<file path="config.mk">
export PLATFORM = sky130hd
export DESIGN_NAME = utf8_text_validator_flat
export DESIGN_NICKNAME = d
export VERILOG_FILES = /design/src/sv/utf8v_pkg.sv /design/src/sv/utf8v_ifs.sv /design/src/sv/utf8v_in_stage.sv /design/src/sv/utf8v_scan.sv /design/src/sv/utf8_text_validator.sv /design/src/flat_wrapper.sv
export VERILOG_INCLUDE_DIRS = /design/src /design/src/sv
export SDC_FILE = /design/constraint.sdc
export NUM_CORES = 1
export LEC_CHECK = 0
export BUFFER_PORTS_ARGS = -buffer_cell sky130_fd_sc_hd__buf_2
export CAP_MARGIN = 15
export CORE_MARGIN = 3
export CORE_UTILIZATION = 49
export CTS_CLUSTER_DIAMETER = 120
export DETAILED_ROUTE_END_ITERATION = 7
export PLACE_DENSITY = 0.73
export SLEW_MARGIN = 40
export SYNTH_ARGS = -nofsm -noshare
export SYNTH_HDL_FRONTEND = slang
export SYNTH_HIERARCHICAL = 1
export SYNTH_SLANG_ARGS = --single-unit
</file>
<file path="constraint.sdc">
create_clock -name clk -period 1.98 [get_ports clk]
set_clock_uncertainty 0.15 [all_clocks]
set_input_delay 0.297 -clock clk [delete_from_list [all_inputs] [get_ports clk]]
set_output_delay 0.297 -clock clk [all_outputs]
set_load 0.01 [all_outputs]
</file>
<file path="src/sv/utf8_text_validator_assert.svh">
// Assertion macros for the UTF-8 text validator.
// Clocked on clk; the reset-qualified form is disabled while rst is high.
`ifndef UTF8_TEXT_VALIDATOR_ASSERT_SVH
`define UTF8_TEXT_VALIDATOR_ASSERT_SVH
`ifndef SYNTHESIS
`define UTF8V_ASSERT(label, prop, msg) \
  label: assert property (@(posedge clk) disable iff (rst) prop) else $error(msg);
`define UTF8V_ASSERT_ALWAYS(label, prop, msg) \
  label: assert property (@(posedge clk) prop) else $error(msg);
`else
`define UTF8V_ASSERT(label, prop, msg)
`define UTF8V_ASSERT_ALWAYS(label, prop, msg)
`endif
`endif

</file>
<file path="src/sv/utf8v_pkg.sv">
// Shared types, byte constants and decode functions of the UTF-8 text validator.
// No dependencies.
package utf8v_pkg;

  localparam logic [2:0] CLS_PLAIN = 3'd0;
  localparam logic [2:0] CLS_A0_BF = 3'd1;
  localparam logic [2:0] CLS_80_9F = 3'd2;
  localparam logic [2:0] CLS_90_BF = 3'd3;
  localparam logic [2:0] CLS_80_8F = 3'd4;

  localparam logic [7:0] B_80 = 8'h80;
  localparam logic [7:0] B_8F = 8'h8F;
  localparam logic [7:0] B_90 = 8'h90;
  localparam logic [7:0] B_9F = 8'h9F;
  localparam logic [7:0] B_A0 = 8'hA0;
  localparam logic [7:0] B_A5 = 8'hA5;
  localparam logic [7:0] B_BF = 8'hBF;
  localparam logic [7:0] B_C2 = 8'hC2;
  localparam logic [7:0] B_D4 = 8'hD4;
  localparam logic [7:0] B_DF = 8'hDF;
  localparam logic [7:0] B_E0 = 8'hE0;
  localparam logic [7:0] B_ED = 8'hED;
  localparam logic [7:0] B_EF = 8'hEF;
  localparam logic [7:0] B_F0 = 8'hF0;
  localparam logic [7:0] B_F4 = 8'hF4;

  typedef struct packed {
    logic [7:0] text_byte;
    logic       text_last;
  } item_t;

  typedef struct packed {
    logic [1:0] bytes_left;
    logic [2:0] range_class;
    logic       lead_is_d4;
    logic       seen_error;
    logic       seen_non_ascii;
  } scan_state_t;

  function automatic logic in_class(input logic [7:0] b, input logic [2:0] cls);
    logic ok;
    case (cls)
      CLS_A0_BF: ok = (b >= B_A0) && (b <= B_BF);
      CLS_80_9F: ok = (b >= B_80) && (b <= B_9F);
      CLS_90_BF: ok = (b >= B_90) && (b <= B_BF);
      CLS_80_8F: ok = (b >= B_80) && (b <= B_8F);
      default:   ok = (b >= B_80) && (b <= B_BF);
    endcase
    return ok;
  endfunction

  function automatic scan_state_t scan_step(input scan_state_t s, input logic [7:0] b);
    scan_state_t n;
    n = s;
    n.seen_non_ascii = s.seen_non_ascii | b[7];
    if (!s.seen_error) begin
      if (s.bytes_left == 2'd0) begin
        n.range_class = CLS_PLAIN;
        n.lead_is_d4  = 1'b0;
        if (!b[7]) begin
          n.bytes_left = 2'd0;
        end else if ((b >= B_C2) && (b <= B_DF)) begin
          n.bytes_left = 2'd1;
          n.lead_is_d4 = (b == B_D4);
        end else if ((b >= B_E0) && (b <= B_EF)) begin
          n.bytes_left = 2'd2;
          if (b == B_E0) n.range_class = CLS_A0_BF;
          else if (b == B_ED) n.range_class = CLS_80_9F;
        end else if ((b >= B_F0) && (b <= B_F4)) begin
          n.bytes_left = 2'd3;
          if (b == B_F0) n.range_class = CLS_90_BF;
          else if (b == B_F4) n.range_class = CLS_80_8F;
        end else begin
          n.seen_error = 1'b1;
        end
      end else begin
        if (!in_class(b, s.range_class) ||
            ((s.bytes_left == 2'd1) && s.lead_is_d4 && (b == B_A5))) begin
          n.seen_error  = 1'b1;
          n.bytes_left  = 2'd0;
          n.range_class = CLS_PLAIN;
          n.lead_is_d4  = 1'b0;
        end else begin
          n.bytes_left  = s.bytes_left - 2'd1;
          n.range_class = CLS_PLAIN;
          if (s.bytes_left == 2'd1) n.lead_is_d4 = 1'b0;
        end
      end
    end
    return n;
  endfunction

endpackage

</file>
<file path="src/sv/utf8v_ifs.sv">
// Handshake channels of the UTF-8 text validator: text bytes in, verdict out.
// Depends on nothing.
interface utf8v_text_if;
  logic       valid;
  logic       ready;
  logic [7:0] text_byte;
  logic       text_last;
  modport source (output valid, output text_byte, output text_last, input ready);
  modport sink (input valid, input text_byte, input text_last, output ready);
endinterface

interface utf8v_verdict_if;
  logic valid;
  logic ready;
  logic is_utf8;
  modport source (output valid, output is_utf8, input ready);
  modport sink (input valid, input is_utf8, output ready);
endinterface

</file>
<file path="src/sv/utf8v_in_stage.sv">
// Input register of the UTF-8 text validator: holds one text item.
// Depends on utf8v_pkg and utf8v_text_if.
module utf8v_in_stage (
  input  logic               clk,
  input  logic               rst,
  utf8v_text_if.sink         text,
  output logic               item_valid,
  output utf8v_pkg::item_t   item,
  input  logic               take
);
  import utf8v_pkg::*;

  assign text.ready = !item_valid || take;

  always_ff @(posedge clk) begin
    if (rst) begin
      item_valid <= 1'b0;
    end else if (text.ready) begin
      item_valid <= text.valid;
    end
  end

  always_ff @(posedge clk) begin
    if (text.valid && text.ready) begin
      item.text_byte <= text.text_byte;
      item.text_last <= text.text_last;
    end
  end

endmodule

</file>
<file path="src/sv/utf8v_scan.sv">
// Scan state, per-byte check and verdict register of the UTF-8 text validator.
// Depends on utf8v_pkg, utf8v_verdict_if and utf8_text_validator_assert.svh.
`include "utf8_text_validator_assert.svh"
module utf8v_scan (
  input  logic               clk,
  input  logic               rst,
  input  logic               item_valid,
  input  utf8v_pkg::item_t   item,
  output logic               take,
  utf8v_verdict_if.source    verdict
);
  import utf8v_pkg::*;

  scan_state_t state;
  scan_state_t state_next;
  logic        out_valid;
  logic        out_bit;
  logic        verdict_next;

  assign state_next   = scan_step(state, item.text_byte);
  assign verdict_next = !state_next.seen_error && (state_next.bytes_left == 2'd0) &&
                        state_next.seen_non_ascii;
  assign take = item_valid && (!item.text_last || !out_valid || verdict.ready);

  assign verdict.valid   = out_valid;
  assign verdict.is_utf8 = out_bit;

  always_ff @(posedge clk) begin
    if (rst) begin
      state <= '0;
    end else if (take) begin
      // text end: back to reset state for the next text
      state <= item.text_last ? '0 : state_next;
    end
  end

  always_ff @(posedge clk) begin
    if (rst) begin
      out_valid <= 1'b0;
    end else if (take && item.text_last) begin
      out_valid <= 1'b1;
    end else if (verdict.ready) begin
      out_valid <= 1'b0;
    end
  end

  always_ff @(posedge clk) begin
    if (take && item.text_last) begin
      out_bit <= verdict_next;
    end
  end

  `UTF8V_ASSERT(a_err_drops_seq, state.seen_error |-> (state.bytes_left == 2'd0), "open sequence kept after error")
  `UTF8V_ASSERT(a_narrow_needs_seq, (state.range_class != CLS_PLAIN) |-> (state.bytes_left >= 2'd2), "narrowed range without pending lead")
  `UTF8V_ASSERT(a_d4_two_byte, state.lead_is_d4 |-> (state.bytes_left == 2'd1), "D4 mark outside two-byte sequence")
  `UTF8V_ASSERT(a_end_clears, (take && item.text_last) |=> ((state == '0) && out_valid), "text end did not clear state")
  `UTF8V_ASSERT_ALWAYS(a_rst_idle, rst |=> (!out_valid && (state == '0)), "reset left state behind")

endmodule

</file>
<file path="src/sv/utf8_text_validator.sv">
// UTF-8 text validator: one byte item per cycle, one verdict item per text.
// The last byte of a text passes the input register, then the verdict register;
// throughput is 1 byte per cycle, set by the scan state update. A last byte waits
// in the input register while an earlier verdict is held and not taken.
// Reset: synchronous rst clears the scan state and both valid flags; a text is restarted.
module utf8_text_validator (
  input  logic            clk,
  input  logic            rst,
  utf8v_text_if.sink      text,
  utf8v_verdict_if.source verdict
);
  import utf8v_pkg::*;

  logic  item_valid;
  item_t item;
  logic  take;

  utf8v_in_stage u_in_stage (
    .clk        (clk),
    .rst        (rst),
    .text       (text),
    .item_valid (item_valid),
    .item       (item),
    .take       (take)
  );

  utf8v_scan u_scan (
    .clk        (clk),
    .rst        (rst),
    .item_valid (item_valid),
    .item       (item),
    .take       (take),
    .verdict    (verdict)
  );

endmodule

</file>
<file path="src/flat_wrapper.sv">
// flat-port wrapper written by rule: the top's interface ports become plain ports
module utf8_text_validator_flat import utf8v_pkg::*;
  (clk, rst, text_valid, text_text_byte, text_text_last, text_ready, verdict_valid, verdict_is_utf8, verdict_ready);
  utf8v_text_if text_i ();
  utf8v_verdict_if verdict_i ();
  input  logic clk;
  input  logic rst;
  input wire logic [$bits(text_i.valid)-1:0] text_valid;
  input wire logic [$bits(text_i.text_byte)-1:0] text_text_byte;
  input wire logic [$bits(text_i.text_last)-1:0] text_text_last;
  output wire logic [$bits(text_i.ready)-1:0] text_ready;
  output wire logic [$bits(verdict_i.valid)-1:0] verdict_valid;
  output wire logic [$bits(verdict_i.is_utf8)-1:0] verdict_is_utf8;
  input wire logic [$bits(verdict_i.ready)-1:0] verdict_ready;
  assign text_i.valid = text_valid;
  assign text_i.text_byte = text_text_byte;
  assign text_i.text_last = text_text_last;
  assign text_ready = text_i.ready;
  assign verdict_valid = verdict_i.valid;
  assign verdict_is_utf8 = verdict_i.is_utf8;
  assign verdict_i.ready = verdict_ready;
  utf8_text_validator u_core (.clk(clk), .rst(rst), .text(text_i), .verdict(verdict_i));
endmodule
</file>
* Word-level counts from Yosys, hierarchy flattened
Cells that the tools add are included.
** Operators by class
- Muxes and demuxes :: 25
- Reduce and logical (&&, ||, !) cells :: 30
- Equality and inequality tests :: 12
- Bitwise logic cells :: 1
- $add $sub $neg :: 1
- Magnitude comparators :: 12
** Operators by type and width (number)
- equality test 8 bit (second input constant) :: 6
- greater-or-equal comparator 8 bit (second input constant) :: 6
- less-or-equal comparator 8 bit (second input constant) :: 6
- logical AND 1 bit :: 15
- 2-to-1 mux 5 bit :: 3
- 2-to-1 mux 7 bit :: 2
- 2-to-1 mux 1 bit :: 10
- 2-to-1 mux 3 bit :: 3
- 2-to-1 mux 2 bit :: 4
- 2-to-1 mux 8 bit :: 1
- equality test 3 x 2 -> 1 bit (second input constant) :: 2
- 2-to-1 mux 6 bit :: 1
- zero test 1 bit :: 5
- zero test 2 bit :: 2
- logical OR 1 bit :: 4
- one-hot mux 1 bit (4 select lines) :: 1
- nonzero test 4 bit :: 1
- equality test 3 x 1 -> 1 bit (second input constant) :: 1
- equality test 3 bit (second input constant) :: 1
- AND reduction 3 bit :: 1
- equality test 2 x 1 -> 1 bit (second input constant) :: 1
- != test 2 x 1 -> 1 bit (second input constant) :: 1
- AND reduction 2 bit :: 1
- nonzero test 2 bit :: 1
- 2 further kinds :: 2
** Storage, ports and cells
- Input bits :: 13
- Word-level logic and storage cells :: 91
- Output and inout bits :: 3
- Register bits after elaboration :: 20

* Logic depth before layout (Yosys ltp)
Gate-level depths: netlist (run 1).
- Word-level depth :: 13
- Depth in mapped cells :: 7
- Mapped depth without buffers :: 7

* Modules after synthesis
Netlist (run 1), hierarchy kept.
** By module, submodules not included
- utf8v_scan :: cells each 95, times used 1, area each 726.9 um2
- utf8v_in_stage :: cells each 14, times used 1, area each 325.3 um2

* Worst setup path before layout (run 1)
No wires, ideal clock.
- Path kind :: reg2reg
- Start point :: register u_core/u_scan/state[6] (netlist bit)
- End point :: register u_core.u_scan.out_bit, in the netlist u_core/u_scan/verdict.is_utf8, data pin
- Clock period less this slack :: 2.005 ns
- Stages on the path, launching flop included :: 8
- Arrival time :: 1.593 ns
- Setup time :: 0.263 ns
- Path buffers :: 0
- Data required time :: 1.567 ns
- Slack :: -0.025 ns
- Cells stage by stage :: dfxtp_1 inv_1 ha_1 or3b_1 a31oi_1 o21ai_0 nor3_1 nor4_1
** Between the ends
- Cells in the longest elaborated chain, start to end :: 10
** RTL lines
- from (decl) :: RTL line utf8v_scan.sv:14 : scan_state_t state;
- from (signal assigned) :: RTL line utf8v_scan.sv:33 : state <= item.text_last ? '0 : state_next;
- equality test 2 x 1 -> 1 bit :: RTL line utf8v_pkg.sv:78 : ((s.bytes_left == 2'd1) && s.lead_is_d4 && (b == B_A5))) begin
- logical AND 1 bit (2 in a row) :: RTL line utf8v_pkg.sv:78
- logical OR 1 bit :: RTL line utf8v_pkg.sv:77 : if (!in_class(b, s.range_class) ||
- 2-to-1 mux 6 bit / 2-to-1 mux 1 bit (equally long branches) :: RTL line utf8v_pkg.sv:77
- 2-to-1 mux 7 bit :: RTL line utf8v_pkg.sv:57 : if (s.bytes_left == 2'd0) begin
- 2-to-1 mux 7 bit * :: RTL line utf8v_pkg.sv:56 : if (!s.seen_error) begin
- zero test 2 bit / zero test 1 bit (equally long branches) :: RTL line utf8v_scan.sv:21 : assign verdict_next = !state_next.seen_error && (state_next.bytes_left == 2'd0) &&
- logical AND 1 bit * (2 in a row) :: RTL line utf8v_scan.sv:21
- via u_core.u_scan.verdict_next :: RTL line utf8v_scan.sv:18 : logic verdict_next;
- to (signal assigned) :: RTL line utf8v_scan.sv:49 : out_bit <= verdict_next;
- to (decl) :: RTL line utf8v_scan.sv:17 : logic out_bit;
The timed path passes the listed nets; every way through them passes the cells marked *. The select of a mux whose other input is x is not followed.
A chain may end at the register's enable or synchronous reset.

* Worst setup path in the final report (run 1)
- Start point :: register, netlist name u_core/u_in_stage/item[5]
- End point :: register u_core/u_scan/state[6] (netlist bit)
** Between the ends
- Cells in the longest elaborated chain, start to end :: 11
** RTL lines
- greater-or-equal comparator 8 bit, or another cell as far along :: RTL line utf8v_pkg.sv:44, utf8v_pkg.sv:46, utf8v_pkg.sv:47
- logical AND 1 bit (on tied branches)
- one-hot mux 1 bit (4 select lines) :: RTL line utf8v_pkg.sv:42 : case (cls)
- 2-to-1 mux 1 bit :: RTL line utf8v_pkg.sv:57
- 2-to-1 mux 1 bit :: RTL line utf8v_pkg.sv:56
- zero test 1 bit :: RTL line utf8v_pkg.sv:77
- logical OR 1 bit :: RTL line utf8v_pkg.sv:77
- 2-to-1 mux 6 bit :: RTL line utf8v_pkg.sv:77
- 2-to-1 mux 7 bit * :: RTL line utf8v_pkg.sv:57
- 2-to-1 mux 7 bit * :: RTL line utf8v_pkg.sv:56
- 2-to-1 mux 8 bit * :: RTL line utf8v_scan.sv:33
Mark *: on every way between the ends. The rest lies on a longest branch, timed or not. The select of a mux whose other input is x is not followed.

==> results of run 1 <==
layer usage:
metal,vias up,global-route usage [%],wire length [um]
met5,-,0,0
met4,0,8.94,15
met3,2,4.84,180
met2,49,31.6,1510
met1,494,24.6,1160
li1,500,-,-
layout make-up:
type	count	area (um2)
Sequential cell	20	503
Multi-Input combinational cell	78	559
Fill cell	145	529
Clock inverter	1	30.0
Timing Repair Buffer	41	294
Inverter	8	30.0
Tap cell	27	33.8
Clock buffer	3	22.5
through the flow:
| step | instances | area (um2) |
|---|---|---|
| final | 178 | 1470 |
| after global routing | 178 | 1470 |
| after CTS | 166 | 1340 |
| after detailed placement | 158 | 1220 |
| after global placement | 158 | 1220 |
| after floorplan | 109 | 1050 |
cell families after synthesis:
logic type	synth area share [%]
compound gates	20.2
fa+ha+maj	2.38
buf+inv	4.64
flops	47.6
mux	0.951
simple gates	24.3
state kept, by name, indices dropped and copies added, names as in the netlist:
signal and flops:
u_core/u_in_stage/item 9, u_core/u_scan/verdict.valid 1, u_core/u_scan/state 8, u_core/u_scan/verdict.is_utf8 1
u_core/u_in_stage/item_valid 1
repair_timing:
action,4_1_cts,5_1_grt
hold buffers,0,8
setup endpoints to repair,3,6
setup buffers,4,4
endpoints found under the hold margin,0,8
pin swaps,4,4
cloned,0,0
resized for setup,10,4
cells in the final DEF (no fill, tap or decap), drive strengths merged, types with 2 or more instances in the layout:
| master | n |
|---|---|
| nand2b | 2 |
| a22oi | 2 |
| nor4 | 3 |
| o21ai | 5 |
| dlygate4sd3 | 8 |
| or4 | 2 |
| and2 | 2 |
| nand4 | 2 |
| nor2 | 8 |
| inv | 8 |
| buf | 33 |
| clkbuf | 3 |
| dfxtp | 10 |
| a21oi | 5 |
| nand3 | 4 |
| nand2 | 10 |
| nor3 | 5 |
| edfxtp | 10 |
| a31oi | 4 |
| ha | 2 |
worst paths after layout:
check | start | endpoint | slack (ps) | cells after the start
worst max register to register | u_core/u_in_stage/item[5]$_DFFE_PP_ | u_core/u_scan/state[6]$_SDFFE_PP0P_ | -70 | 7
worst min-delay path | text_text_last | u_core/u_in_stage/item[0]$_DFFE_PP_ | 20 | 1
worst max-delay path | u_core/u_in_stage/item[5]$_DFFE_PP_ | u_core/u_scan/state[6]$_SDFFE_PP0P_ | -70 | 7
worst min register to register | u_core/u_scan/state[2]$_SDFFE_PP0P_ | u_core/u_scan/state[2]$_SDFFE_PP0P_ | 330 | 2
power by group:
group | internal [mW] | total (mW) | leakage [nW] | switching [mW]
combinational | 0.0728 | 0.146 | 0.389 | 0.0735
clock | 0.205 | 0.335 | 0.0279 | 0.131
sequential | 0.456 | 0.473 | 0.178 | 0.0172
==> out/results.tsv, run 1 <==
metric	value	unit
placement-stage worst setup slack	-31.1	ps
Clock Sink Count	20	
number of nets in the synthesized netlist	124	
ranking of synthesized cells by instance count	sky130_fd_sc_hd__dfxtp_1, sky130_fd_sc_hd__edfxtp_1, sky130_fd_sc_hd__nand2_1	
DPL Wire Length	1640	um
final hold violations	0	
crit path launch type	flop	
Synth Flop Type	sky130_fd_sc_hd__edfxtp_1	
max_cap viols	0	
count of buffer and inverter cells on the critical path	2	
outcome	finished, violations left	
Max Clock Freq	0.488	GHz
critical path data required time	2030	ps
quantity of I/O buffers inserted on ports	15	
cell with the biggest individual delay on the critical path	sky130_fd_sc_hd__edfxtp_1	
setup-violating endpoint count in the final report	2	
cell-by-cell listing of the critical path	buf_4 -> nand4b_1 -> o41a_1 -> o211ai_1 -> nand4_1 -> buf_4 -> a32o_1	
CTS tree	built	
Pins Over Slew Limit	0	
Hold/Removal Path Class	in2reg	
CTS H-tree depth	1	
setup repair after global routing missed its margin	yes	
Period minus WS final	2050	ps
Post-Route Hold Slack	23.4	ps
die width	52.3	um
total of flip-flops plus latches after synthesis	20	
total number of nets in the final design	167	
utilization after layout	73.6	%
async set-or-reset flop fraction in the synthesized netlist	0	%
kind of cell with the highest combined delay on the critical path	compound AO/OA/AOI/OAI gates	
number of buffers on the longest clock path	2	
kind of critical path	reg2reg	
peak per-stage delay on the critical path	430	ps
via total after detailed routing	1045	
Post-Syn Area	1050	um2
Critical Path End Type	flop	
routability cong.	0.984	
total gr overflow	0	
fin crit share	103	%
DR iter-0 viols	68	
power after layout	0.954	mW
largest net degree at the start of global routing	13	
wire length reported by the detailed router	2870	um
Slew @ Worst Pin	592	ps
Synthesis Warnings	6	
initial cell density of the core	52.6	%
count of cell types in the netlist	46	
leakage power	0.595	nW
ANT nets after route	0	
IR drop worst, VDD	632	uV
growth of design area from synthesis to finish	40.0	%
antenna diode count	0	
layout cell share with drive strength beyond 1	35.8	%
initial antenna violation count	0	
worst relative slew slack	60.2	%
arrival time of data at the critical path endpoint	2090	ps
vertical die dimension	52.3	um
Core Region	2000	um2
top cell type's share of synthesized area	28.5	%
cell types occupying the most area after synthesis	sky130_fd_sc_hd__edfxtp_1, sky130_fd_sc_hd__dfxtp_1, sky130_fd_sc_hd__nand2_1	
violations in the final reports	negative setup slack	
number of vias per cell after detailed routing	5.87	
critical path fanouts, max	4	
wire length of the first global-routing pass	3980	um
cell at the root of the clock tree	sky130_fd_sc_hd__clkbuf_4	
number of synthesized flops with an enable pin	10	
number of clock buffers inserted by TritonCTS	3	
remaining design rule violation count	0	
Rows	16	
boundary pin count	16	
clock-pin slew of the registers on the worst-case setup and hold paths	130	ps
wire length per cell	16.1	um
Global Route Usage Sum	19.6	%
die area	2740	um2
via count of the first global-routing pass	947	
Initial DRT Pass Iterations	4	
clock latency at the later pin of the worst-skew pair	310	ps
biggest area consumer among synthesized cells	sky130_fd_sc_hd__edfxtp_1	
Cells after Synth	109	
setup total negative slack	-114	ps
power density over the cells	648	nW/um2
mean area per synthesized cell	9.65	um2
most common cell type on the critical path	sky130_fd_sc_hd__buf_4	
sequential fraction of the synthesis area	47.6	%
crit path setup slack, layout	-68.9	ps
No activity file was read; power rests on OpenSTA's default activity.
==> run 2, diff against run 1 <==
- MAX_ROUTING_LAYER: default -> met4
- clock period: 1.98 -> 1.7 ns (I/O delays scaled with it)
==> run 2 against run 1 <==
Compared with the run above:
- worst setup slack got worse by 140 ps
- critical path depth stayed put
- combinational power rose by 46%
- flip-flop and latch count did not move
- final area up 9.3%
- global-route usage increased by 5.7 points
- the run still ends with negative setup slack left
- fmax is 7.1% higher
- first-iteration DRC count decreased by 10%
==> out/results.tsv, run 2 (synthesis gave the netlist of run 1 again) <==
metric	value	unit	change
Slew @ Worst Pin	327	ps	-265 ps
Max Clock Freq	0.523	GHz	+7.1%
via total after detailed routing	1150		+10%
number of clock buffers inserted by TritonCTS	3		unchanged
antenna diode count	0		unchanged
total gr overflow	0		unchanged
crit path launch type	flop		
Initial DRT Pass Iterations	4		unchanged
crit path setup slack, layout	-213	ps	-144 ps
clock-pin slew of the registers on the worst-case setup and hold paths	120	ps	about the same
Critical Path End Type	flop		
wire length per cell	18.6	um	+15%
most used cells in the layout excluding fill and tap cells	sky130_fd_sc_hd__buf_4, sky130_fd_sc_hd__buf_2, sky130_fd_sc_hd__edfxtp_1		
routability cong.	0.922		-6.4%
sequential fraction of design power	47.7	%	-1.8 points
number of placed cells counting well taps	169		+7.0%
Rows	16		unchanged
cell at the root of the clock tree	sky130_fd_sc_hd__clkbuf_4		
DR iter-0 viols	61		-10%
fin crit share	113	%	+9.0 points
wire length of the first global-routing pass	4940	um	+24%
layout cell share with drive strength beyond 1	44.7	%	+8.9 points
arrival time of data at the critical path endpoint	1900	ps	-190 ps
DPL Wire Length	2030	um	+23%
Post-Route Hold Slack	82.7	ps	+59.4 ps
via count of the first global-routing pass	1096		+16%
register bank with the most flops	u_core/u_in_stage/item		
quantity of I/O buffers inserted on ports	15		unchanged
fin cells	186		+4.5%
share of power burned in combinational logic	18.5	%	+3.2 points
final hold violations	0		unchanged
die width	52.3	um	unchanged
Pins Over Slew Limit	0		unchanged
initial antenna violation count	0		unchanged
Global Route Usage Sum	25.3	%	+5.7 points
initial cell density of the core	52.6	%	unchanged
CTS tree	built		
registers with the highest flip-flop counts	u_core/u_in_stage/item x9, u_core/u_scan/state x8		
die area	2740	um2	unchanged
Core Region	2000	um2	unchanged
max_cap viols	0		unchanged
remaining design rule violation count	0		unchanged
IR drop worst, VDD	602	uV	-4.8%
CTS H-tree depth	1		unchanged
Clock Sink Count	20		unchanged
boundary pin count	16		unchanged
growth of design area from synthesis to finish	52.9	%	
Period minus WS final	1910	ps	-136 ps
most common library cell in the layout ignoring fill and taps	sky130_fd_sc_hd__buf_4		
largest net degree at the start of global routing	13		unchanged
vertical die dimension	52.3	um	unchanged
placed cell area	1310	um2	+7.8%
wire length reported by the detailed router	3450	um	+20%
final non-filler cell area	1610	um2	+9.3%
outcome	finished, violations left		
internal power	0.874	mW	+19%
number of vias per cell after detailed routing	6.18		+5.3%
worst relative slew slack	78.0	%	+18 points
total number of nets in the final design	175		+4.8%
kind of critical path	reg2reg		
flip-flop count of the largest register after layout	9		unchanged
setup repair after global routing missed its margin	yes		
critical path fanouts, max	3		-1
critical path data required time	1680	ps	-350 ps
clock latency at the later pin of the worst-skew pair	300	ps	about the same
setup-violating endpoint count in the final report	7		+5
placement-stage worst setup slack	-268	ps	-237 ps
Hold/Removal Path Class	in2reg		
power density over the cells	715	nW/um2	+10%
clock network fraction of design power	33.8	%	-1.3 points
violations in the final reports	negative setup slack		
switching power	0.277	mW	+25%
number of buffers on the longest clock path	2		unchanged
ANT nets after route	0		unchanged
proportion of total power due to net switching	24.1	%	+0.87 points
leakage power	0.659	nW	+11%
run 2: through the flow:
stage	setup TNS, ps	util (%)	total power [mW]
2_1_floorplan	-483	-	0.639
3_3_place_gp	-910	65.6	0.706
5_1_grt	-1610	80.4	1.19
4_1_cts	-668	77.0	1.12
6_report	-920	80.4	1.15
3_5_place_dp	-1060	65.6	0.709
run 2: path summary, 6_finish.rpt:
kind         cells past startpoint  slack (ps)                                 from                                         to
min                              3          80                           text_valid  u_core/u_in_stage/item_valid$_SDFFE_PP0P_
max                              7        -210  u_core/u_scan/state[7]$_SDFFE_PP0P_    u_core/u_scan/verdict.is_utf8$_DFFE_PP_
min reg2reg                      2         350  u_core/u_scan/state[2]$_SDFFE_PP0P_        u_core/u_scan/state[2]$_SDFFE_PP0P_
max reg2reg                      7        -210  u_core/u_scan/state[7]$_SDFFE_PP0P_    u_core/u_scan/verdict.is_utf8$_DFFE_PP_
run 2: cell type report:
| cell class | instances | area [um2] |
|---|---|---|
| Clock buffer | 3 | 22.5 |
| Fill cell | 108 | 393 |
| Multi-Input combinational cell | 78 | 622 |
| Inverter | 8 | 30.0 |
| Clock inverter | 1 | 30.0 |
| Tap cell | 27 | 33.8 |
| Timing Repair Buffer | 49 | 367 |
| Sequential cell | 20 | 504 |
run 2: repair_timing:
| item | 4_1_cts | 5_1_grt |
|---|---|---|
| pin swaps | 12 | 5 |
| endpoints found under the setup margin | 9 | 9 |
| endpoints found under the hold margin | 9 | 0 |
| setup buffers | 1 | 3 |
| gates resized for setup | 16 | 11 |
| hold buffers | 9 | 0 |
run 2: critical path, stage by stage (launching register included):
cell and delay (ps):
sky130_fd_sc_hd__dfxtp_2 350, sky130_fd_sc_hd__inv_2 60, sky130_fd_sc_hd__ha_4 160, sky130_fd_sc_hd__or3b_4 370, sky130_fd_sc_hd__a31oi_4 160, sky130_fd_sc_hd__o21ai_2 120
sky130_fd_sc_hd__a2bb2oi_2 160, sky130_fd_sc_hd__nor4_1 220
run 2: power groups by stage:
stage          clock network, mW  registers, mW  logic [mW]
6_report                   0.389          0.548       0.213
2_1_floorplan                  0          0.561      0.0783
3_3_place_gp                   0          0.554       0.151
4_1_cts                    0.392          0.544       0.187
5_1_grt                    0.409          0.551       0.230
3_5_place_dp                   0          0.555       0.154
run 2: routing by layer:
metal,share of wire (%),up-vias,global-route usage [%]
met5,0,-,-
li1,-,517,-
met1,37,532,29.0
met3,7.4,27,5.70
met2,50,74,42.8
met4,5.5,0,9.79
==> run 3, diff against run 2 <==
- CORE_MARGIN: 3 -> default
- SLEW_MARGIN: 40 -> 10
==> run 3 against run 2 <==
Compared with the run above:
- sequential power is essentially flat
- largest cell class unchanged
- wire length grew 18%
- combinational power grew 6%
- the run still ends with negative setup slack left
==> out/results.tsv, run 3 (synthesis gave the netlist of run 1 again) <==
metric	value	unit	change
largest net degree at the start of global routing	12		-1
sequential fraction of design power	53.3	%	+5.6 points
crit path launch type	flop		
proportion of total power due to net switching	28.9	%	+4.8 points
Pins Over Slew Limit	0		unchanged
number of clock buffers inserted by TritonCTS	3		unchanged
total number of nets in the final design	185		+5.7%
violations in the final reports	negative setup slack		
most common library cell in the layout ignoring fill and taps	sky130_fd_sc_hd__buf_4		
wire length per cell	20.8	um	+12%
power after layout	1.03	mW	-10%
Hold/Removal Path Class	in2reg		
wire length of the first global-routing pass	5460	um	+11%
worst relative slew slack	70.3	%	-7.7 points
final hold violations	0		unchanged
antenna diode count	0		unchanged
Core Region	1980	um2	-1.0%
placed cell area	1370	um2	+4.0%
growth of design area from synthesis to finish	56.2	%	
fin cells	196		+5.4%
DR iter-0 viols	120		+97%
register bank with the most flops	u_core/u_in_stage/item		
ANT nets after route	0		unchanged
die width	48.3	um	-7.6%
most used cells in the layout excluding fill and tap cells	sky130_fd_sc_hd__buf_4, sky130_fd_sc_hd__buf_2, sky130_fd_sc_hd__edfxtp_1		
DPL Wire Length	1880	um	-7.2%
critical path fanouts, max	3		unchanged
remaining design rule violation count	0		unchanged
crit path setup slack, layout	-282	ps	-69.5 ps
wire length reported by the detailed router	4070	um	+18%
power density over the cells	627	nW/um2	-12%
placement-stage worst setup slack	-308	ps	-40.5 ps
leakage power	0.686	nW	+4.1%
CTS tree	built		
Initial DRT Pass Iterations	7		+3
Period minus WS final	1980	ps	+69.5 ps
registers with the highest flip-flop counts	u_core/u_in_stage/item x9, u_core/u_scan/state x8		
via count of the first global-routing pass	1140		+4.0%
number of placed cells counting well taps	176		+4.1%
number of vias per cell after detailed routing	6.53		+5.6%
setup-violating endpoint count in the final report	8		+1
kind of critical path	reg2reg		
utilization after layout	83.0	%	+2.6 points
switching power	0.298	mW	+7.4%
flip-flop count of the largest register after layout	9		unchanged
number of buffers on the longest clock path	2		unchanged
clock-pin slew of the registers on the worst-case setup and hold paths	120	ps	about the same
initial cell density of the core	53.1	%	+0.53 points
die area	2340	um2	-15%
Clock Sink Count	20		unchanged
reg2reg setup slack	-280	ps	-70 ps
initial antenna violation count	0		unchanged
internal power	0.733	mW	-16%
Critical Path End Type	flop		
critical path data required time	1680	ps	about the same
share of power burned in combinational logic	22.0	%	+3.5 points
total gr overflow	0		unchanged
CTS H-tree depth	1		unchanged
IR drop worst, VDD	601	uV	-0.16%
layout cell share with drive strength beyond 1	47.9	%	+3.3 points
quantity of I/O buffers inserted on ports	15		unchanged
fin crit share	117	%	+4.1 points
arrival time of data at the critical path endpoint	1970	ps	+70 ps
outcome	finished, violations left		
Slew @ Worst Pin	441	ps	+114 ps
routability cong.	0.940		+2.0%
boundary pin count	16		unchanged
vertical die dimension	48.3	um	-7.6%
clock network fraction of design power	24.7	%	-9.1 points
clock latency at the later pin of the worst-skew pair	310	ps	about the same
cell at the root of the clock tree	sky130_fd_sc_hd__clkbuf_4		
final non-filler cell area	1640	um2	+2.2%
setup repair after global routing missed its margin	yes		
via total after detailed routing	1280		+11%
Global Route Usage Sum	32.1	%	+6.8 points
Max Clock Freq	0.504	GHz	-3.5%
max_cap viols	0		unchanged
Rows	16		unchanged
run 3: power groups by stage:
stage	combinational (mW)	clock (mW)	sequential [mW]
after global placement	0.159	0	0.555
after CTS	0.194	0.238	0.544
after detailed placement	0.161	0	0.556
after floorplan	0.0783	0	0.561
final	0.226	0.255	0.550
after global routing	0.239	0.276	0.552
run 3: path summary, 6_finish.rpt:
check | startpoint | end | cells after the start
worst min register to register | u_core/u_scan/state[2]$_SDFFE_PP0P_ | u_core/u_scan/state[2]$_SDFFE_PP0P_ | 2
worst max register to register | u_core/u_scan/state[7]$_SDFFE_PP0P_ | u_core/u_scan/verdict.is_utf8$_DFFE_PP_ | 7
worst max-delay path | u_core/u_scan/state[7]$_SDFFE_PP0P_ | u_core/u_scan/verdict.is_utf8$_DFFE_PP_ | 7
worst min-delay path | text_valid | u_core/u_in_stage/item_valid$_SDFFE_PP0P_ | 3
run 3: repair_timing:
item                                    CTS  global route
buffers inserted                          4             3
endpoints found under the setup margin    9             9
pin swaps                                13             5
hold buffers                              9             0
gates resized for setup                  16             8
cloned                                    0             0
hold endpoints to repair                  9             0
run 3: metrics by stage:
step | TNS, ps | hold WS [ps]
2_1_floorplan | -483 | 167
3_3_place_gp | -1060 | 281
3_5_place_dp | -1230 | 283
4_1_cts | -787 | 39.4
5_1_grt | -2070 | 47.4
6_report | -1570 | 53.5
run 3: layout make-up:
type                    count  area [um2]
well taps                  27        33.8
flip-flops and latches     20         504
clock buffers               4        26.3
multi-input cells          78         616
fillers                    95         338
repair buffers             59         434
inverters                   8        30.0
run 3: per-layer routing:
layer  global-route usage (%)  vias up  share of wire [%]
li1                         -      531                  -
met1                     35.9      576                 35
met2                     55.2      143                 48
met3                     6.60       30                 11
met4                     14.2        0                5.9
met5                        -        -                  0
run 3: worst max-delay path, cell delays in order (launching register included):
cell                        delay [ps]
sky130_fd_sc_hd__dfxtp_2           360
sky130_fd_sc_hd__inv_2              60
sky130_fd_sc_hd__ha_4              160
sky130_fd_sc_hd__or3b_4            380
sky130_fd_sc_hd__a31oi_4           180
sky130_fd_sc_hd__o21ai_2           120
sky130_fd_sc_hd__a2bb2oi_2         170
sky130_fd_sc_hd__nor4_2            230
